## src/rtl/gcd_root_cell.sv

```systemverilog
// One bit of a restoring square root, registered.
`timescale 1ns / 1ps
module gcd_root_cell #(
  parameter int VW  = 58,
  parameter int RW  = 31,
  parameter int BIT = 0
) (
  input  logic          clk,
  input  logic [VW-1:0] v_in,
  input  logic [RW-1:0] rem_in,
  input  logic [RW-1:0] root_in,
  output logic [VW-1:0] v_out,
  output logic [RW-1:0] rem_out,
  output logic [RW-1:0] root_out
);

  logic [RW-1:0] rem_sh, trial, rem_nxt, root_nxt;

  // Bring down two bits and try the next root bit
  always_comb begin
    rem_sh = {rem_in[RW-3:0], v_in[2*BIT+1], v_in[2*BIT]};
    trial  = {root_in[RW-3:0], 2'b01};
    if (rem_sh >= trial) begin
      rem_nxt  = rem_sh - trial;
      root_nxt = {root_in[RW-2:0], 1'b1};
    end else begin
      rem_nxt  = rem_sh;
      root_nxt = {root_in[RW-2:0], 1'b0};
    end
  end

  always_ff @(posedge clk) begin
    v_out    <= v_in;
    rem_out  <= rem_nxt;
    root_out <= root_nxt;
  end

endmodule

```

## config.mk

```make
export PLATFORM = sky130hd
export DESIGN_NAME = gcd_root_cell
export DESIGN_NICKNAME = d
export VERILOG_FILES = /design/src/rtl/gcd_root_cell.sv
export SDC_FILE = /design/constraint.sdc
export NUM_CORES = 1
export LEC_CHECK = 0
export BUFFER_PORTS_ARGS = -buffer_cell sky130_fd_sc_hd__buf_2
export CAP_MARGIN = 20
export CORE_MARGIN = 5
export CORE_UTILIZATION = 45
export DETAILED_ROUTE_END_ITERATION = 7
export PLACE_DENSITY = 0.91
export SKIP_LAST_GASP = 1
export SYNTH_ARGS = -nofsm -noshare
export SYNTH_HDL_FRONTEND = slang
export SYNTH_SLANG_ARGS = --single-unit
```

## constraint.sdc

```tcl
create_clock -name clk -period 2.7 [get_ports clk]
set_input_delay 0 -clock clk [delete_from_list [all_inputs] [get_ports clk]]
set_output_delay 0 -clock clk [all_outputs]
set_load 0.01 [all_outputs]
```

* Word level (Yosys, flattened, before mapping)
Index checks and enable logic that the tools add are counted.
** Storage, ports and cells
- Flip-flop bits (word level) :: 120
- Input bits :: 121
** Operators by class
- Add/sub/neg operators :: 1
- Order comparisons :: 1
- Multiplexer cells :: 2
** Operators by type and width (count)
- $ge 31x31->1 :: 1
- $mux 31 :: 1
- $sub 31x31->31 :: 1
- $mux 1 :: 1

* Logic depth before layout (Yosys ltp)
- Word-level depth :: 2
- Depth in mapped cells :: 13
- Depth with buffers taken out :: 11

* Worst setup path after synthesis
Ideal clock, no wire load.
- Path kind :: input port to flip-flop
- Start point :: in root_in[9]
- End point :: reg rem_out[10]
- Library setup time :: 0.121 ns
- Path slack :: 0.440 ns
- Arrival time :: 2.139 ns
- Data required time :: 2.579 ns
- Stages on the path :: 13
- Path through :: inv_1 ha_1 buf_2 o211ai_1 a21oi_1 o211a_1 o211ai_1 a211o_2 a21oi_4 nor2_4 inv_8 buf_12 mux2_4
** On the way
- Longest elaborated chain between the ends :: 2
** RTL lines
- start: declaration :: RTL line 11 : input logic [RW-1:0] root_in,
- $ge 31x31->1 :: RTL line 23 : if (rem_sh >= trial) begin
- $mux 31 :: RTL line 23
- named net rem_nxt[10] :: RTL line 17 : logic [RW-1:0] rem_sh, trial, rem_nxt, root_nxt;
- end signal: assignment :: RTL line 34 : rem_out <= rem_nxt;
- end: declaration :: RTL line 13 : output logic [RW-1:0] rem_out,
The timed path passes the listed nets, and every way through them passes these cells.

* Worst setup path after layout
- Start point :: in root_in[10]
- End point :: reg rem_out[7]
Same word-level chain as after synthesis.

==> impl_metrics.yaml <==
detailed_routing:
  wl_per_cell_um: 18.9
  post_drt_via_cell_ratio: 5.11
  drc: 0
  ant_nets: 0
  vias: 4818
  drtIter0Drc: 440
  wl_um: 17900
  first_pass_iters: 6
clocking:
  clockRootBuffer: "clkbuf_8"
  clkTransAtPathRegs_ns: 0.06
  cts_max_path_buffers: 2
  cts.sinks: 120
  cts_tree: "built"
  postCtsSetupRepairBufs: 0
  htreeDepth: 4
  numCtsBuffers: 17
logic_synthesis:
  ys_seq_area_share_pct: 52.1
  yosys-top-cells-area: "dfxtp_1 (52%), ha_1 (8.4%), mux2_4 (4.9%), inv_1 (3.5%), a21oi_1 (3.0%)"
  ys_ff_latch: 120
  synth_top_area_share_pct: 52.1
  synth_flop_cell: "dfxtp_1"
  mappedNetlistArea_um2: 4610
  synth_cell_types: 57
  synth_area_leader_cell: "dfxtp_1"
  synth_edf_count: 0
  synth_fp_nets: 574
  async_flop_share_pct: 0
  syn_avg_cell_area_um2: 10.9
  synthCells: 422
  yosysWarnings: 0
worst_setup_path:
  critical_path_buf_inv_count: 4
  path_class: "in2reg"
  endpoint: "rem_out[7]"
  worstSetupEndpointType: "register"
  cpLargestDelayFamily: "compound AO/OA/AOI/OAI gates"
  slowest_stage: "dlygate4sd3_1"
  crit_cells: 13
  slowest_delay_ns: 0.55
  crit_path_cell_trace: "dlygate4sd3_1, buf_2, inv_1, ha_1, o211ai_1, a21oi_1, o211a_1, o211ai_1, a211o_2, a21oi_4, nor2_4, inv_8, mux2_2"
  cp-startpoint: "root_in[10]"
  start_kind: "primary input"
  worst_ep_required_time_ns: 3.12
  arrival_ns: 3.01
  crit_fanout: 28
  cpMostUsedCell: "o211ai_1"
timing:
  clock.fmax_mhz: 386
  fin_crit_ns: 2.59
  fin_crit_sh_pct: 96.0
  maxSlewHeadroom_pct: 71.0
  slew_violations: 0
  worst_slew_pin_slew_ns: 0.428
  setup_viol: 0
  rsz0062_at_grt: "yes"
  setup_ws_ns: 0.107
  final-hold-violation-count: 0
pwr:
  leakage_nw: 3.83
  p_per_area_nw_per_um2: 710
  vdd_drop_max_mv: 0.379
cells_and_area:
  drive_gt1_share_pct: 38.2
  final_cell_mix: "buf_2 (237), dfxtp_1 (120), dlygate4sd3_1 (117)"
  final_nets: 945
  postLayoutCoreUtil_pct: 76.5
  layout.cells.most_common: "buf_2"
  fillers: 609
  syn_to_final_growth_pct: 68.1
floorplanning:
  ios: 241
  rows: 37
  die-area_um2: 12400
  core_um2: 10100
  initial_core_util_pct: 45.5
  die_w_um: 111
  fp.dieH_um: 111
grt:
  grt_usage_pct: 29.0
  antenna_found_initial: 0
  grt_pass1_wl_um: 28200
  grt_pass1_vias: 5108
  overflow: 0
  grt_max_degree: 29
placement:
  port_buffers: 237
  place_hpwl_um: 11800
  pre_cts_ws_ns: 0.0536
  place.gp.congestion: 0.928
flow_run:
  drv_cap: 0
status:
  outcome: "finished clean"
min_path:
  worstHoldPathType: "in2reg"
  hold_depth: 2
## what timing repair did
action / in CTS / in global routing
endpoints found under the setup margin: 0 / 23
hold buffers: 117 / 0
hold endpoints to repair: 119 / 0
gates resized for setup: 0 / 2
## cells in the mapped netlist, types with 3 or more instances
master / count
o31ai_1: 5
xor2_1: 5
inv_1: 43
a21oi_1: 28
nand4_1: 3
mux2_2: 8
nor3_1: 4
a31oi_1: 4
nand3_1: 8
o21bai_1: 3
nand2_1: 12
and2_1: 5
o31a_1: 3
ha_1: 31
nor2_1: 18
nand3b_1: 3
o21a_1: 5
o211ai_1: 4
mux2_4: 15
o21ai_1: 4
nand2b_1: 3
dfxtp_1: 120
o21ai_0: 15
a21o_1: 10
and3_1: 4
a211oi_1: 3
xnor2_1: 15
## where the power goes
group	switching, mW	internal, mW	total, mW
clock network	0.904	1.52	2.43
registers	0.0485	1.93	1.98
logic	0.558	0.546	1.10
total	1.51	4.00	5.51
## stage by stage
stage	TNS (ns)	std cells	total power, mW	instance area [um^2]	hold WS (ns)
floorplan	0	422	2.57	4610	0.0277
global placement	0	793	2.90	5940	0.103
detailed placement	0	793	2.93	5940	0.104
CTS	0	942	5.48	7740	0.0878
global route	-0.0266	942	5.70	7750	0.0934
finish	0	943	5.51	7750	0.104
## routing by layer
| layer | global-route usage, % | wire [um] | vias to the layer above |
|---|---|---|---|
| met5 | 0 | 0 | - |
| met4 | 11.8 | 516 | 0 |
| met3 | 8.30 | 1190 | 43 |
| met2 | 50.8 | 9150 | 255 |
| met1 | 33.1 | 7000 | 2291 |
| li1 | - | - | 2229 |
## worst min path at each step
stage | to | startpoint | slack (ns)
after floorplan | root_out[10] | root_in[9] | 0.03
after global placement | v_out[6] | v_in[6] | 0.10
after detailed placement | v_out[18] | v_in[18] | 0.10
after CTS | v_out[18] | v_in[18] | 0.09
after global routing | v_out[8] | v_in[8] | 0.09
final | v_out[8] | v_in[8] | 0.10
## registers in the layout, summed over array words and instances, names as in the netlist
name / flops
v_out: 58
rem_out: 31
root_out: 31
## cell families after synthesis
group	synth area share (%)
xor gates and xnor gates	3.80
DFF	52.1
adders and majority gates	8.41
buffers and inverters	4.88
and+or+nand+nor	8.22
muxes	6.84
AOI/OAI and AO/OA	15.7
## cell type report
cell class	count	area (um^2)	area share [%]
Clock inverter	15	214	2.76
Timing Repair Buffer	358	2390	30.8
Multi-Input combinational cell	252	1990	25.7
Clock buffer	17	414	5.34
Inverter	44	173	2.23
Antenna cell	1	2.50	0.0323
Sequential cell	120	2400	31.0
Tap cell	136	170	2.19
Power figures use the tool's default switching activity.
