==> src/rtl/gcd_mul.sv <==
// Two-stage signed fixed-point multiply, rounded to nearest, ties away from zero.
`timescale 1ns / 1ps
module gcd_mul #(
  parameter int FRAC_BITS = 28,
  parameter int W         = 34
) (
  input  logic                clk,
  input  logic signed [W-1:0] a,
  input  logic signed [W-1:0] b,
  output logic signed [W-1:0] p
);

  localparam int SH = FRAC_BITS - FRAC_BITS / 2;
  localparam int PW = 2 * W;

  logic [W-1:0]  ua, ub;
  logic [PW-1:0] ua_e, ubh_e, ubl_e;
  logic [PW-1:0] hi_nxt, lo_nxt;
  logic [PW-1:0] hi_r, lo_r;
  logic          neg_r;
  logic [PW-1:0] mag;

  // Split the second operand and form partial products
  always_comb begin
    ua     = a[W-1] ? W'(-a) : W'(a);
    ub     = b[W-1] ? W'(-b) : W'(b);
    ua_e   = {{W{1'b0}}, ua};
    ubh_e  = {{W{1'b0}}, ub} >> SH;
    ubl_e  = {{W{1'b0}}, ub} & ((PW'(1) << SH) - PW'(1));
    hi_nxt = ua_e * ubh_e;
    lo_nxt = ua_e * ubl_e + (PW'(1) << (FRAC_BITS - 1));
  end

  always_ff @(posedge clk) begin
    hi_r  <= hi_nxt;
    lo_r  <= lo_nxt;
    neg_r <= a[W-1] ^ b[W-1];
  end

  // Combine, drop fraction bits and restore the sign
  always_comb begin
    mag = (hi_r + (lo_r >> SH)) >> (FRAC_BITS - SH);
  end

  always_ff @(posedge clk) begin
    p <= neg_r ? -W'(mag) : W'(mag);
  end

endmodule

==> config.mk <==
export PLATFORM = sky130hd
export DESIGN_NAME = gcd_mul
export DESIGN_NICKNAME = d
export VERILOG_FILES = /design/src/rtl/gcd_mul.sv
export SDC_FILE = /design/constraint.sdc
export NUM_CORES = 2
export LEC_CHECK = 0
export BUFFER_PORTS_ARGS = -buffer_cell sky130_fd_sc_hd__buf_2
export CAP_MARGIN = 20
export CELL_PAD_IN_SITES_DETAIL_PLACEMENT = 1
export CELL_PAD_IN_SITES_GLOBAL_PLACEMENT = 1
export CORE_MARGIN = 5
export CORE_UTILIZATION = 47
export DETAILED_ROUTE_END_ITERATION = 10
export PLACE_DENSITY_LB_ADDON = 0.1
export SYNTH_ARGS = -nofsm -noshare
export SYNTH_HDL_FRONTEND = slang
export SYNTH_SLANG_ARGS = --single-unit
==> constraint.sdc <==
create_clock -name clk -period 9.39 [get_ports clk]
set_input_delay 0.4695 -clock clk [delete_from_list [all_inputs] [get_ports clk]]
set_output_delay 0.4695 -clock clk [all_outputs]
set_load 0.005 [all_outputs]
* After elaboration in Yosys (flattened, before gate mapping)
Index checks and enable logic that the tools add are counted.
Word-level totals: register bits after elaboration 132, latch bits 0, RAM bits 0, ROM bits 0, bits of input ports 69, memories kept 0
Operators by class: add/sub/neg operators 5, $mul 2, div/mod/pow operators 0, order comparisons 0, equality and inequality tests 0, shifts and indexed selects 0, mux-type cells 3, bitwise operators 1, reductions and logical operators 0
Operators with widths (count):
- 34-bit 2-to-1 mux | 3
- 34-bit negator | 3
- 48-bit by 28-bit adder with 49-bit output, second input constant | 1
- 48-bit by 35-bit adder with 48-bit output | 1
- 34-bit by 14-bit multiplier with 48-bit output | 1
- 34-bit by 20-bit multiplier with 48-bit output | 1
- 1-bit XOR | 1

* Logic depth before layout (Yosys ltp)
depth after elaboration 4, gate-level depth with buffers 36, depth with buffers taken out 35

* Least setup slack after synthesis
No wires, ideal clock.
kind in2reg, from input a[0], to register hi_r[35], library setup time 0.072 ns, data arrival time 8.920 ns, setup slack 0.398 ns, cell stages on the path 32, buffers on the path 3, cells stage by stage clkbuf_1 > clkinv_1 > clkbuf_1 > ha_1 > nand2_1 > or4_1 > o41ai_1 > xnor2_1 > clkbuf_1 > nand2_1 > fa_1 > fa_1 > fa_1 > inv_1 > fa_1 > fa_1 > fa_1 > inv_1 > fa_1 > inv_1 > ha_1 > a21o_1 > a21o_1 > a21o_1 > a21o_1 > a21oi_1 > nand2_1 > a21o_1 > a21o_1 > a221o_1 > a221oi_1 > xnor2_1
Between the ends: longest elaborated chain between the ends 3
Ends and longest elaborated chain:
- from (decl) | line 8 | input logic signed [W-1:0] a,
- 34-bit negator | line 25 | ua = a[W-1] ? W'(-a) : W'(a);
- 34-bit 2-to-1 mux (*) | line 25
- 34-bit by 20-bit multiplier with 48-bit output (*) | line 30 | hi_nxt = ua_e * ubh_e;
- via hi_nxt[35] | line 18 | logic [PW-1:0] hi_nxt, lo_nxt;
- to (signal assigned) | line 35 | hi_r <= hi_nxt;
- to (decl) | line 19 | logic [PW-1:0] hi_r, lo_r;
The timed path passes the listed nets; every way through them passes the cells marked *.

* Worst setup path in the final report
from input a[5], to register lo_r[44]
Between the ends: longest elaborated chain between the ends 4
Ends and longest elaborated chain:
- 34-bit negator | line 25
- 34-bit 2-to-1 mux (*) | line 25
- 34-bit by 14-bit multiplier with 48-bit output (*) | line 31 | lo_nxt = ua_e * ubl_e + (PW'(1) << (FRAC_BITS - 1));
- 48-bit by 28-bit adder with 49-bit output (*) | line 31
- via lo_nxt[44] | line 18
- to (signal assigned) | line 36 | lo_r <= lo_nxt;
- to (decl) | line 19
Marked as above.

==> flow_metrics.env <==
export IMPL_synth_fp_nets=5999
export IMPL_path_delay_family="adder cells"
export IMPL_yosys_top_cells_area="fa_1 (46%), ha_1 (9.5%), inv_1 (8.8%)"
export IMPL_r2r_start="hi_r[11]$_DFF_P_"
export IMPL_grt_usage_pct=32.0
export IMPL_synth_cells=4680
export IMPL_status="complete, no violations"
export IMPL_hold_violations=0
export IMPL_hpwl_um=124000
export IMPL_max_freq_mhz=111
export IMPL_core_area_um2=86300
export IMPL_die_h_um=304
export IMPL_cts_sinks=118
export IMPL_path_common_cell="fa_1"
export IMPL_drive_above_1_share_pct=9.72
export IMPL_area_delta_synth_final_pct=10.5
export IMPL_async_flop_share_pct=0
export IMPL_clock_skew_ns=0.0106
export IMPL_worst_path_max_delay_cell="a2111oi_0"
export IMPL_synthTopCellsByCount="inv_1 (953), fa_1 (941), nand2_1 (748)"
export IMPL_utilization_pct=52.1
export IMPL_synth_flop_cell="dfxtp_1"
export IMPL_ys_warn_count=0
export IMPL_ant_nets=0
export IMPL_worstPathRequired_ns=9.70
export IMPL_yosysTopAreaCellShare_pct=46.3
export IMPL_clkTransAtPathRegs_ns=0.06
export IMPL_path_class="in2reg"
export IMPL_synth_edf_count=0
export IMPL_rsz0062_at_grt="no"
export IMPL_critPathMaxStageDelay_ns=0.66
export IMPL_dr_pass1_iters=7
export IMPL_yosysSeqAreaShare_pct=5.80
export IMPL_insertion_delay_ns=0.42
export IMPL_slew_headroom_pct=26.0
export IMPL_synth_top_area_cell="fa_1"
export IMPL_portBuffers=102
export IMPL_cts_tree="yes"
export IMPL_grt_overflow=0
export IMPL_min_path_type="reg2reg"
export IMPL_period_needed_ns=9.03
export IMPL_cap_violations=0
export IMPL_clockBufferDepth=2
export IMPL_layout_nets=6153
export IMPL_route_detailed_drc=0
export IMPL_critPathLaunch="a[5]"
export IMPL_die_area_um2=92600
export IMPL_fin_crit_sh_pct=96.2
export IMPL_die_x_um=304
export IMPL_endpoint_kind="flop"
export IMPL_initial_core_util_pct=47.1
export IMPL_cts_buffers=17
export IMPL_path_buf_inv=6
export IMPL_route_vias_total=33200
export IMPL_drt_wl_total_um=145000
export IMPL_post_synth_top_count_cell="inv_1"
export IMPL_fp_row_count=108
export IMPL_setup_violations_final=0
export IMPL_syn_area_per_cell_um2=8.70
export IMPL_antenna_found_initial=7
export IMPL_final_max_slew_viol_count=0
export IMPL_syn_area_um2=40700
export IMPL_grt_pass1_vias=37500
export IMPL_routed_via_density=5.53
export IMPL_routedWlPerCell_um=24.2
export IMPL_routabilityCongestion=0.967
export IMPL_synth_distinct_cells=93
export IMPL_tightest_slew_ns=1.10
export IMPL_critPathMaxFanout=6
export IMPL_drtIter0Drc=2140
export IMPL_grt_max_degree=41
export IMPL_startpoint_type="input port"
export IMPL_postCtsSetupBuffers=0
export IMPL_arrival_ns=9.35
export IMPL_grt_pass1_wl_um=226000
export IMPL_cts_root_buffer="clkbuf_16"
export IMPL_ios=103
export IMPL_htree_levels=4
export IMPL_synth_seq_cells=118
export IMPL_worstHoldStart="hi_r[47]$_DFF_P_"
## flip-flops by register name, indices dropped and copies added, names as in the netlist
signal	flops
neg_r	1
hi_r	48
p	34
lo_r	35
## layout make-up
| class | count | area [µm²] |
|---|---|---|
| fill | 10100 | 41400 |
| multi-input combinational | 3408 | 34400 |
| inverter | 955 | 3580 |
| timing repair buffer | 334 | 2530 |
| sequential | 118 | 2360 |
| tap | 1155 | 1450 |
| clock buffer | 18 | 429 |
| clock inverter | 14 | 199 |
| antenna | 4 | 10.0 |
## cell usage in the layout (no fill, tap or decap), types with 26 or more instances in the layout
master     n
inv_1    953
fa_1     941
nand2_1  748
nor2_1   523
ha_1     309
buf_4    210
dfxtp_1  118
xnor2_1  113
buf_2    102
a21oi_1   96
o21ai_0   79
xor2_1    77
a21o_1    54
and2_1    42
xnor2_2   36
nor3_1    26
## per-layer routing
metal	global-route usage [%]	part of all wire, %
met1	43.8	42
met2	51.8	46
met3	7.11	9.0
met4	8.78	3.2
met5	0	0.018
## final timing paths
kind | cells after the start | to | slack [ns]
hold reg to reg | 1 | p[33]$_DFF_P_ | 0.44
hold / removal | 1 | p[33]$_DFF_P_ | 0.44
setup reg to reg | 15 | p[28]$_DFF_P_ | 4.94
setup / recovery | 29 | lo_r[44]$_DFF_P_ | 0.36
## stage by stage
step	std cells	setup TNS (ns)	area (µm²)	worst slack [ns]	hold WS, ns
floorplan	4680	0	40700	0.398	0.409
global placement	5970	0	44300	0.0944	0.443
detailed placement	5970	-0.321	44300	-0.114	0.445
CTS	6002	0	45000	0.307	0.452
global route	6002	0	45000	0.00388	0.478
finish	6006	0	45000	0.360	0.444
## kinds of logic after synthesis
group	synth area share, %
AO/OA/AOI/OAI	7.01
multiplexers	0.101
AND/OR/NAND/NOR	15.3
adder cells (fa/ha/maj)	55.8
buffers and inverters	10.7
flip-flops	5.80
XOR/XNOR	5.33
## timing repair
action                     4_1_cts  5_1_grt
hold endpoints to repair         0        0
hold buffers                     0        0
setup endpoints to repair        0        8
resized for setup                0        5
Power is not shown: default switching activity piles up to over one toggle a cycle in this logic, so the estimate is an artifact.
