### src/rtl/gcd_pkg.sv
// Shared constants and elaboration-time helpers for the great-circle distance pipeline.
`timescale 1ns / 1ps
package gcd_pkg;

  localparam logic [63:0] PI_Q60   = 64'h3243F6A8885A308D;
  localparam logic [63:0] KINV_Q60 = 64'd700114967507363238;
  localparam int          TAB_LEN  = 48;
  localparam logic [29:0] PI_OUT   = 30'd843314857;

  // Round a Q60 constant to f fraction bits, ties up
  function automatic logic [63:0] from_q60(logic [63:0] v, int f);
    logic [63:0] r;
    r = (v + (64'd1 << (59 - f))) >> (60 - f);
    return r;
  endfunction

  // atan(2^-i) in Q60 by its alternating series
  function automatic logic [63:0] atan_q60(int i);
    logic [63:0] sum;
    logic [63:0] term;
    int          k;
    sum = 64'd0;
    if (i == 0) begin
      sum = (PI_Q60 + 64'd2) >> 2;
    end else begin
      for (k = 0; i * (2 * k + 1) <= 60; k++) begin
        term = (64'd1 << (60 - i * (2 * k + 1))) / 64'(2 * k + 1);
        if (k % 2 == 1) sum = sum - term;
        else sum = sum + term;
      end
    end
    return sum;
  endfunction

endpackage

### src/rtl/gcd_rot_cell.sv
// One CORDIC micro-rotation, rotation or vectoring mode, registered.
`timescale 1ns / 1ps
module gcd_rot_cell
  import gcd_pkg::*;
#(
  parameter int FRAC_BITS = 28,
  parameter int W         = 34,
  parameter int STEP      = 0,
  parameter bit VECT      = 1'b0
) (
  input  logic                clk,
  input  logic signed [W-1:0] x_in,
  input  logic signed [W-1:0] y_in,
  input  logic signed [W-1:0] z_in,
  output logic signed [W-1:0] x_out,
  output logic signed [W-1:0] y_out,
  output logic signed [W-1:0] z_out
);

  localparam logic [63:0]         T64 = from_q60(atan_q60(STEP), FRAC_BITS);
  localparam logic signed [W-1:0] T   = W'(T64);

  logic signed [W-1:0] dx, dy;
  logic                up;
  logic signed [W-1:0] x_nxt, y_nxt, z_nxt;

  // Pick the direction and rotate
  always_comb begin
    dx = y_in >>> STEP;
    dy = x_in >>> STEP;
    up = VECT ? !y_in[W-1] : z_in[W-1];
    if (VECT ? up : !up) begin
      x_nxt = VECT ? x_in + dx : x_in - dx;
      y_nxt = VECT ? y_in - dy : y_in + dy;
      z_nxt = VECT ? z_in + T  : z_in - T;
    end else begin
      x_nxt = VECT ? x_in - dx : x_in + dx;
      y_nxt = VECT ? y_in + dy : y_in - dy;
      z_nxt = VECT ? z_in - T  : z_in + T;
    end
  end

  // Hand on to the next cell
  always_ff @(posedge clk) begin
    x_out <= x_nxt;
    y_out <= y_nxt;
    z_out <= z_nxt;
  end

endmodule

### config.mk
export PLATFORM = sky130hd
export DESIGN_NAME = gcd_rot_cell
export DESIGN_NICKNAME = d
export VERILOG_FILES = /design/src/rtl/gcd_pkg.sv /design/src/rtl/gcd_rot_cell.sv
export SDC_FILE = /design/constraint.sdc
export NUM_CORES = 1
export LEC_CHECK = 0
export BUFFER_PORTS_ARGS = -buffer_cell sky130_fd_sc_hd__buf_2
export CAP_MARGIN = 20
export CORE_MARGIN = 1.5
export CORE_UTILIZATION = 25
export CTS_CLUSTER_SIZE = 24
export DETAILED_ROUTE_END_ITERATION = 6
export PLACE_DENSITY = 0.5
export SYNTH_ARGS = -nofsm -noshare
export SYNTH_HDL_FRONTEND = slang
export SYNTH_SLANG_ARGS = --single-unit
### constraint.sdc
create_clock -name clk -period 2.9 [get_ports clk]
set_input_delay 0.145 -clock clk [delete_from_list [all_inputs] [get_ports clk]]
set_output_delay 0.145 -clock clk [all_outputs]
set_load 0.01 [all_outputs]
== Yosys cells after proc, flatten, opt, wreduce, memory -nomap -nowiden ==
Index checks and enable logic that the tools add are counted.

* Register bits: 102
* Logic and storage cells: 11
* Input port bits: 103

* Add/sub/neg operators: 5
* Muxes and demuxes: 3

{| class="wikitable"
|+ Operators by type and width
! kind !! count
|-
| $mux 34 || 3
|-
| $sub 34x34->34 || 2
|-
| $add 34x29->34 const B || 1
|-
| $add 34x34->34 || 1
|-
| $sub 34x29->34 const B || 1
|}

== Logic depth before layout (Yosys ltp) ==
Gate-level depths: netlist (run 1).

* Word-level depth: 2
* Mapped depth: 14
* Mapped depth without buffers: 12

== Worst setup path before layout (run 1) ==
OpenSTA, ideal clock, no wires.

* Path type: in2reg
* Start point: input port z_in[33]
* End point: register z_out[32]
* Buffers on the path: 3
* Data arrival time: 3.070 ns
* Data required time: 2.782 ns
* Library setup time: 0.118 ns
* Setup slack: -0.289 ns
* Stages: 14
* Cell sequence: clkbuf_1 -> inv_1 -> clkbuf_1 -> buf_2 -> ha_1 -> a211oi_1 -> nor2_1 -> o31ai_2 -> nor2_1 -> a311oi_2 -> a21o_1 -> nor4_1 -> o41a_1 -> xnor2_1

* Cells in the longest elaborated chain, start to end: 1

{| class="wikitable"
|+ RTL lines
! item !! RTL line !! source
|-
| start, declared || gcd_rot_cell.sv:14 || <nowiki>input logic signed [W-1:0] z_in,</nowiki>
|-
| $mux 34 || gcd_rot_cell.sv:32 || <nowiki>if (VECT ? up : !up) begin</nowiki>
|-
| via z_nxt[32] || gcd_rot_cell.sv:25 || <nowiki>logic signed [W-1:0] x_nxt, y_nxt, z_nxt;</nowiki>
|-
| end signal, assigned || gcd_rot_cell.sv:47 || <nowiki>z_out <= z_nxt;</nowiki>
|-
| end, declared || gcd_rot_cell.sv:17 || <nowiki>output logic signed [W-1:0] z_out</nowiki>
|}

The timed path passes the listed nets, and every way through them passes these cells.

== Worst setup path after layout (run 1) ==
* Start point: input port z_in[1]
* End point: register z_out[29]

* Cells in the longest elaborated chain, start to end: 2
* Elaborated cells between the ends (all ways): 3
* Those cells by class: 2 x add/sub; 1 x mux

{| class="wikitable"
|+ RTL lines
! item !! RTL line
|-
| $sub 34x29->34 / $add 34x29->34 (equally long branches) || n/a
|-
| $mux 34 * || gcd_rot_cell.sv:32
|-
| via z_nxt[29] || gcd_rot_cell.sv:25
|}

The timed path passes the listed nets; every way through them passes the cells marked *.

==> flow_summary.toml, run 1 <==
[status]
status = "finished clean"

[timing]
slew_headroom = 0.5257
hold_viol_final = 0
fmax_ghz = 0.3688
setup_viol = 0
slew_violations = 0
rsz0062_at_grt = "no"
finalCritPeriodShare = 0.9350
worst_pin_slew_ns = 0.6935
finalCriticalPeriod_ns = 2.712

[drt]
postRouteAntennaNets = 0
drc = 0
routed-via-count = 10133
drt-total-wl_um = 36030
drt_first_pass_iters = 7
drt_iter0_markers = 645
wl_per_cell_um = 17.43
vias_per_cell = 4.902

[logic_synthesis]
synth_cell_types = 78
synth-async-reset-ratio = 0
synth-xor-area-share = 0.07922
ys_seq_area_frac = 0.2102
netlist_area_mm2 = 0.009618
syn_inst = 1241
synth_seq_cells = 101
synth-compound-area-share = 0.2881
avgSynthCellArea_um2 = 7.750
synthAdderAreaFrac = 0.1787
synth_top_family_by_area = "compound AO/OA/AOI/OAI gates"
synth_edf_count = 0
synthMuxAreaShare = 0.01873
synth_nets = 1479
synthFlopType = "dfxtp_1"
yosys.area_share.simple = 0.1549
yosysWarnings = 0

[layout]
final_cell_mix = "buf_2 (203), a21oi_1 (143), buf_4 (142)"
drive_gt1_frac = 0.2489
final_area_mm2 = 0.01243
fin_nets = 1788
utilization = 0.3291
final_common_cell = "buf_2"
area_growth_pct = 29.20
seq_area_mm2 = 0.002022
multi_input_area_mm2 = 0.006923
nFillCells = 4090

[power_and_ir_drop]
peakVddDrop_mv = 0.2930
p_seq_frac = 0.311
pwr-share-clk = 0.230
power.leakage_nw = 5.937
power_frac_comb = 0.459
p_sw_frac = 0.3930
p_per_area_mw_per_mm2 = 467.9
netSwitchingPower_w = 0.002285
internal_power_w = 0.003530

[clocking]
postCtsSetupRepairBufs = 0
cts_tree = "built"
htree_levels = 3
numClockSinks = 101
clk_pin_slew_ns = 0.08
clock_path_buffers = 2
cts_buffers = 9
cts_root_buf = "clkbuf_16"

[global_routing]
met2_usage = 0.2971
grt_pass1_vias = 9994
grt_max_degree = 54
use_met3 = 0.02937
overflow = 0
track_usage = 0.1801
grt_busiest_layer = "met2"
antenna_found_initial = 1
grt_pass1_wl_um = 54950
globalRouteMet1Util = 0.2404

[critical_path]
path_cells = "dlygate4sd3_1 > buf_2 > inv_1 > fa_1 > nor2b_1 > o31a_1 > o31a_1 > nor2_2 > o21ai_1 > a31oi_1 > o21a_1 > nor2_1 > a211o_1"
critPathArrivalTime_ns = 2.97
cp_slowest_cell = "dlygate4sd3_1"
worst-path-buf-inv = 3
required_ns = 3.16
max_stage_delay_ns = 0.53
cp_max_fo = 4
endpoint_kind = "flip-flop"
critical-path-top-delay-family = "compound AO/OA/AOI/OAI gates"
crit_type = "input port to flip-flop"
cpMostUsedCell = "o31a_1"
crit_path_start_kind = "input port"

[die]
die_w_um = 199.1
initial_core_util = 0.2547
fp.dieArea_mm2 = 0.03966
row_count = 71
coreArea_mm2 = 0.03776
io_pins = 205
die_h_um = 199.1

[worst_hold_path]
hold_path_class = "input port to flip-flop"

[placement]
dp_hpwl_um = 29930
placedInstanceArea_mm2 = 0.01211
place_congestion = 0.9043
port-buffer-count = 204

[job]
drv_cap = 0
==> layer usage <==
layer / wire length [µm] / part of all wire
met1: 16800 / 0.47
met2: 16430 / 0.46
met3: 2214 / 0.061
met4: 564 / 0.016
met5: 17 / 0.00047
==> flip-flops by register name, summed over array words and instances (netlist names) <==
name   cells
x_out     34
z_out     34
y_out     33
==> path summary, 6_finish.rpt <==
| kind | startpoint | to | cells after the start |
|---|---|---|---|
| hold / removal | y_in[0] | x_out[0] | 3 |
| setup / recovery | z_in[1] | z_out[29] | 13 |
==> kinds of logic after synthesis <==
family,count (synthesis)
and+or+nand+nor,310
adders and majority gates,135
muxes,18
AOI/OAI and AO/OA,424
xor gates and xnor gates,87
buffers and inverters,166
DFF,101
==> power by group through the flow <==
stage	sequential, W	combinational (W)	clock [W]
finish	0.00181	0.00267	0.00133
global route	0.00184	0.00292	0.00143
CTS	0.00182	0.00267	0.00139
detailed placement	0.00185	0.00265	0
global placement	0.00184	0.00265	0
floorplan	0.00200	0.00135	0
==> final cells by class <==
| cell class | instances | share of cell area |
|---|---|---|
| Timing Repair Buffer | 347 | 0.1692 |
| Clock inverter | 6 | 0.005638 |
| Clock buffer | 10 | 0.01843 |
| Sequential cell | 101 | 0.1627 |
| Tap cell | 511 | 0.05145 |
| Inverter | 117 | 0.03534 |
| Multi-Input combinational cell | 974 | 0.5571 |
| Antenna cell | 1 | 0.0002014 |
==> what timing repair did <==
action                     in CTS  in global routing
setup endpoints to repair       0                  1
hold buffers                    2                  0
gates resized for setup         0                  1
hold endpoints to repair        2                  0
==> synthesized netlist by cell type (all sizes together), types with 3 or more instances <==
cell | n | area share
xor2 | 13 | 0.012
o31a | 8 | 0.0073
a211oi | 17 | 0.014
a31o | 3 | 0.0027
nand2b | 17 | 0.011
ha | 131 | 0.17
xnor2 | 74 | 0.067
nor2 | 108 | 0.042
and3 | 7 | 0.0046
a221oi | 8 | 0.010
a211o | 6 | 0.0055
o21bai | 29 | 0.023
nand3 | 26 | 0.014
nand2 | 61 | 0.024
a2111oi | 3 | 0.0029
a21oi | 144 | 0.075
a21boi | 8 | 0.0062
o211a | 3 | 0.0031
o21a | 10 | 0.0078
o21ai | 82 | 0.043
nand3b | 3 | 0.0023
o211ai | 12 | 0.0094
a311oi | 4 | 0.0056
a31oi | 18 | 0.012
nor3b | 5 | 0.0039
clkbuf | 20 | 0.0078
o31ai | 11 | 0.011
fa | 4 | 0.0083
nor3 | 21 | 0.011
nor2b | 13 | 0.0085
mux2i | 18 | 0.019
inv | 116 | 0.045
or2 | 6 | 0.0039
a21o | 30 | 0.023
and2 | 5 | 0.0033
dfxtp | 101 | 0.21
buf | 29 | 0.017
o22ai | 4 | 0.0026
nor4 | 13 | 0.0085
nand4 | 14 | 0.0091
==> stage by stage <==
step / total power, W / hold WS (ns) / worst slack, ns / cells / setup TNS [ns]
6_report: 0.005815 / 0.04796 / 0.1885 / 2067 / 0
5_1_grt: 0.006191 / 0.04505 / 0.009786 / 2066 / 0
4_1_cts: 0.005874 / 0.03040 / 0.1228 / 2066 / 0
3_5_place_dp: 0.004494 / 0.2492 / -0.1465 / 2048 / -0.6342
3_3_place_gp: 0.004499 / 0.2472 / -0.1196 / 2048 / -0.3864
2_1_floorplan: 0.003348 / 0.1727 / 0.04748 / 1241 / 0
No activity file was read; power rests on OpenSTA's default activity.
==> inputs of run 2 (changes only) <==
--- a/config.mk
+++ b/config.mk
@@ -7,2 +7,3 @@
 export LEC_CHECK = 0
+export ABC_AREA = 1
 export BUFFER_PORTS_ARGS = -buffer_cell sky130_fd_sc_hd__buf_2
@@ -14,2 +15,3 @@
 export PLACE_DENSITY = 0.5
+export RECOVER_POWER = 25
 export SYNTH_ARGS = -nofsm -noshare
==> constraint.sdc (replaced) <==
create_clock -name clk -period 2.9 [get_ports clk]
set_input_delay 0.29 -clock clk [delete_from_list [all_inputs] [get_ports clk]]
set_output_delay 0.29 -clock clk [all_outputs]
set_load 0.01 [all_outputs]
==> run 2 against run 1 <==
  * Critical path depth increased by 1
  * Global-route usage up 1.4 points
  * Fmax increased by 21%
  * Worst hold slack improved by 0.096 ns
  * Clock power about the same
  * Sequential cell count unchanged
  * Worst setup slack gained 0.48 ns
  * Synthesized cell count grew 53%
==> flow_summary.toml, run 2 <==
[power_and_ir_drop]
power.leakage_nw = 6.874
pwr-share-clk = 0.239
p_sw_frac = 0.4388
power_frac_comb = 0.453
p_per_area_mw_per_mm2 = 433.7
peakVddDrop_mv = 0.2128
p_seq_frac = 0.308
netSwitchingPower_w = 0.002482
internal_power_w = 0.003175

[drt]
vias_per_cell = 4.763
routed-via-count = 12751
drt_iter0_markers = 863
drt-total-wl_um = 45180
drt_first_pass_iters = 6
drc = 0
wl_per_cell_um = 16.88
postRouteAntennaNets = 0

[logic_synthesis]
synth_top_area_cell = "nand2_1"
synth.top_cell.area_share = 0.1865
synth_most_common_cell = "nand2_1"
avgSynthCellArea_um2 = 5.918
synth_nets = 2142
netlist_area_mm2 = 0.01127
synth_edf_count = 0
synth-async-reset-ratio = 0
yosysWarnings = 0
synth_common_cells = "nand2_1 (560), inv_1 (283), nand3_1 (185)"
synthFlopType = "dfxtp_1"
syn_inst = 1904
synth_cell_types = 43
ys_seq_area_frac = 0.1794
synth.area.top_cells = "nand2_1 (19%), dfxtp_1 (18%), ha_1 (15%), inv_1 (9.4%), nand3_1 (8.2%)"
synth_seq_cells = 101

[clocking]
postCtsSetupRepairBufs = 0
clock_path_buffers = 2
numClockSinks = 101
clk_pin_slew_ns = 0.07
hold_buffers = 1
cts_root_buf = "clkbuf_16"
htree_levels = 3
cts_tree = "built"
cts_buffers = 9
cts-resized-gates = 0

[timing]
slew_violations = 0
fmax_ghz = 0.4476
worst_pin_slew_ns = 0.8515
setup_viol = 0
finalCritPeriodShare = 0.7705
finalCriticalPeriod_ns = 2.234
hold_viol_final = 0
setup_slack_ns = 0.6657
rsz0062_at_grt = "no"
fin_setup_tns_ns = 0
slew_headroom = 0.4323

[global_routing]
grt_pass1_vias = 12547
antenna_found_initial = 0
grt_pass1_wl_um = 69220
track_usage = 0.1937
overflow = 0
grt_max_degree = 73

[critical_path]
crit_path_start_kind = "input port"
worstSetupStartpoint = "x_in[0]"
crit_path_end = "x_out[32]"
endpoint_kind = "flip-flop"
required_ns = 3.18
crit_type = "input port to flip-flop"
critPathArrivalTime_ns = 2.51
cp_max_fo = 4

[die]
io_pins = 205
die_h_um = 215.3
die_w_um = 215.3
row_count = 77
fp.dieArea_mm2 = 0.04636
initial_core_util = 0.2543
coreArea_mm2 = 0.04432

[placement]
dp_cells = 2660
place_congestion = 0.9578
place_ws_ns = 0.2913
dp_hpwl_um = 38350
port-buffer-count = 204

[layout]
n_antenna_cell = 0
final_common_cell = "nand2_1"
top_regs = "x_out: 34 flops, z_out: 34 flops, y_out: 33 flops"
area_growth_pct = 15.76
fin_nets = 2318
drive_gt1_frac = 0.09928
instances_no_fill = 2677
final_cell_mix = "nand2_1 (560), inv_1 (283), nand3_1 (185)"

[worst_hold_path]
hold_path_class = "input port to flip-flop"

[status]
status = "finished clean"

[job]
drv_cap = 0
## run 2: how the worst min path moves through the flow
stage             from        to  slack [ns]  depth (start not counted)
6_report       z_in[1]  z_out[1]        0.14                          2
3_5_place_dp   z_in[0]  z_out[0]        0.39                          1
5_1_grt        z_in[1]  z_out[1]        0.16                          2
3_3_place_gp   z_in[0]  z_out[0]        0.39                          1
4_1_cts        z_in[1]  z_out[1]        0.10                          2
2_1_floorplan  z_in[0]  z_out[0]        0.32                          0
## run 2: metal layers
metal | up-vias | track usage | wire, µm
li1 | 6445 | - | -
met1 | 5840 | 0.2504 | 20700
met2 | 395 | 0.3238 | 20770
met3 | 71 | 0.02661 | 2095
met4 | 0 | 0.07692 | 1611
met5 | - | 0 | 0
## run 2: cell families (layout without fill, tap and decap cells)
group / after synthesis / after routing / share of synthesized area
AND/OR/NAND/NOR: 980 / 980 / 0.3624
buffers and inverters: 334 / 515 / 0.1208
adder cells (fa/ha/maj): 135 / 135 / 0.1526
AO/OA/AOI/OAI: 311 / 311 / 0.1512
multiplexers: 1 / 1 / 0.0008883
XOR/XNOR: 42 / 42 / 0.03264
flip-flops: 101 / 101 / 0.1794
## run 2: area by class of cell
type / count / area [µm²]
tap: 592 / 740.7
inverter: 289 / 1086
fill: 5103 / 31270
multi-input combinational: 1469 / 7885
timing repair buffer: 210 / 1008
clock buffer: 11 / 242.7
clock inverter: 5 / 58.81
sequential: 101 / 2022
## run 2: critical path: stages
cell and delay, ns:
clkbuf_1 0.13, inv_1 0.06, ha_1 0.28, fa_1 0.47, o21ai_1 0.35, nand2_1 0.13
nand2_1 0.12, nand2_1 0.09, nand2_1 0.20, nand2_1 0.11, nand2_1 0.07, nand2_1 0.04
nand3_1 0.07, nand2_1 0.09
## run 2: power by group through the flow
stage                     Combinational [W]  Sequential, W  Clock, W
after floorplan                     0.00149        0.00189         0
after global placement              0.00258        0.00177         0
after detailed placement            0.00258        0.00177         0
after CTS                           0.00259        0.00174   0.00142
after global routing                0.00285        0.00177   0.00147
final                               0.00256        0.00174   0.00135
## run 2: through the flow
stage | util | power, W | area, µm² | hold slack, ns
2_1_floorplan | - | 0.003384 | 11270 | 0.3177
3_3_place_gp | 0.2887 | 0.004349 | 12790 | 0.3933
3_5_place_dp | 0.2887 | 0.004349 | 12790 | 0.3936
4_1_cts | 0.2957 | 0.005755 | 13100 | 0.1002
5_1_grt | 0.2943 | 0.006093 | 13040 | 0.1552
6_report | 0.2943 | 0.005657 | 13040 | 0.1439
==> inputs of run 3 (changes only) <==
Clock period 2.9 ns to 2 ns, I/O delays scaled along.
==> run 3 against run 2 <==
  * Sequential share of layout area decreased by 2.7 points
  * Count of clock-buffer cells in the layout decreased by 2
  * Highest routed layer unchanged
  * Combinational power increased by 81%
  * Clock power increased by 41%
  * Cell count increased by 13%
  * Sequential power increased by 45%
  * Global-route usage increased by 1.3 points
  * Critical endpoint is now z_out[31]
  * Routed wire length increased by 5.7%
  * Via count increased by 8.3%
  * Critical path type unchanged
  * Total power increased by 60%
  * Non-clock buffer count increased by 357
  * Core utilization increased by 6.2 points
==> flow_summary.toml, run 3 (synthesis gave the netlist of run 2 again) <==
[drt]
wl_per_cell_um = 15.74
drt-total-wl_um = 47760
drt_first_pass_iters = 5
vias_per_cell = 4.550
routed-via-count = 13804
drt_iter0_markers = 840
postRouteAntennaNets = 0
drc = 0

[die]
coreArea_mm2 = 0.04432
row_count = 77
initial_core_util = 0.2543
fp.dieArea_mm2 = 0.04636
die_h_um = 215.3
io_pins = 205
die_w_um = 215.3

[global_routing]
overflow = 0
track_usage = 0.2062
grt_pass1_wl_um = 74200
antenna_found_initial = 0
grt_pass1_vias = 14014
grt_max_degree = 73

[layout]
instances_no_fill = 3034
drive_gt1_frac = 0.2404
area_growth_pct = 40.16
n_antenna_cell = 0
fin_nets = 2675
final_cell_mix = "nand2_1 (560), buf_4 (360), inv_1 (283)"
top_regs = "x_out: 34 flops, z_out: 34 flops, y_out: 33 flops"
final_common_cell = "nand2_1"

[power_and_ir_drop]
p_per_area_mw_per_mm2 = 573.6
internal_power_w = 0.005217
netSwitchingPower_w = 0.003843
power_frac_comb = 0.511
p_sw_frac = 0.4241
peakVddDrop_mv = 0.3357
p_seq_frac = 0.279
power.leakage_nw = 8.586
pwr-share-clk = 0.210

[critical_path]
crit_type = "input port to flip-flop"
critPathArrivalTime_ns = 2.14
crit_path_start_kind = "input port"
required_ns = 2.28
cp_max_fo = 13
cp_slowest_cell = "ha_1"
worst-path-buf-inv = 2
critical-path-top-delay-family = "compound AO/OA/AOI/OAI gates"
max_stage_delay_ns = 0.34
path_cells = "buf_2 > inv_2 > ha_1 > a21oi_1 > o21ai_0 > a21oi_1 > nor2_1 > nor2_1 > nand2_1 > xor2_1"
endpoint_kind = "flip-flop"
worst-path-stages = 10

[timing]
setup_viol = 0
finalCritPeriodShare = 0.9275
holdWs_ns = 0.1124
slew_headroom = 0.4093
hold_viol_final = 0
worst_pin_slew_ns = 0.8861
slew_violations = 0
finalCriticalPeriod_ns = 1.855
fmax_ghz = 0.5391
rsz0062_at_grt = "no"

[placement]
dp_hpwl_um = 41370
port-buffer-count = 204
dp_cells = 3017
place_congestion = 0.9250

[clocking]
clock_path_buffers = 2
cts_tree = "built"
htree_levels = 3
cts_buffers = 9
postCtsSetupRepairBufs = 0
cts_root_buf = "clkbuf_16"
clk_pin_slew_ns = 0.08
numClockSinks = 101

[job]
drv_cap = 0

[status]
status = "finished clean"

[worst_hold_path]
min_path_cells = 3
hold_path_class = "input port to flip-flop"
-- run 3: stage by stage --
stage / setup WS, ns / TNS [ns] / util / instance area (µm²) / power, W
final: 0.1449 / 0 / 0.3564 / 15790 / 0.009060
after global routing: 0.000001332 / 0 / 0.3564 / 15790 / 0.009743
after global placement: -0.2934 / -12.89 / 0.3496 / 15490 / 0.007200
after floorplan: 0.03318 / 0 / - / 11280 / 0.004911
after detailed placement: -0.3052 / -12.99 / 0.3496 / 15490 / 0.007208
after CTS: 0.1327 / 0 / 0.3564 / 15800 / 0.009206
-- run 3: path summary, 6_finish.rpt --
| path | endpoint | startpoint |
|---|---|---|
| worst max-delay path | z_out[31] | z_in[33] |
| worst min-delay path | x_out[0] | y_in[0] |
-- run 3: cell type report --
class	instances	area, µm²
clock buffer	9	225.2
clock inverter	7	68.82
fill	5016	28520
inverter	289	1086
multi-input combinational	1469	7946
sequential	101	2022
tap	592	740.7
timing repair buffer	567	3705
-- run 3: metal layers --
metal / track usage / vias to the layer above / wire (µm)
met1: 0.2597 / 6285 / 22190
met2: 0.3644 / 304 / 22720
met5: 0 / - / 0
met4: 0.06480 / 0 / 1170
met3: 0.02392 / 49 / 1682
li1: - / 7166 / -
-- run 3: power by group through the flow --
stage / logic, W / clock network, W / registers (W)
final: 0.00463 / 0.00190 / 0.00252
after CTS: 0.00467 / 0.00201 / 0.00253
after floorplan: 0.00216 / 0 / 0.00275
after detailed placement: 0.00464 / 0 / 0.00257
after global routing: 0.00512 / 0.00207 / 0.00256
after global placement: 0.00463 / 0 / 0.00257
-- run 3: what timing repair did --
item,in CTS,in global routing
endpoints found under the hold margin,1,0
resized for setup,0,17
hold buffers,1,0
endpoints found under the setup margin,0,16
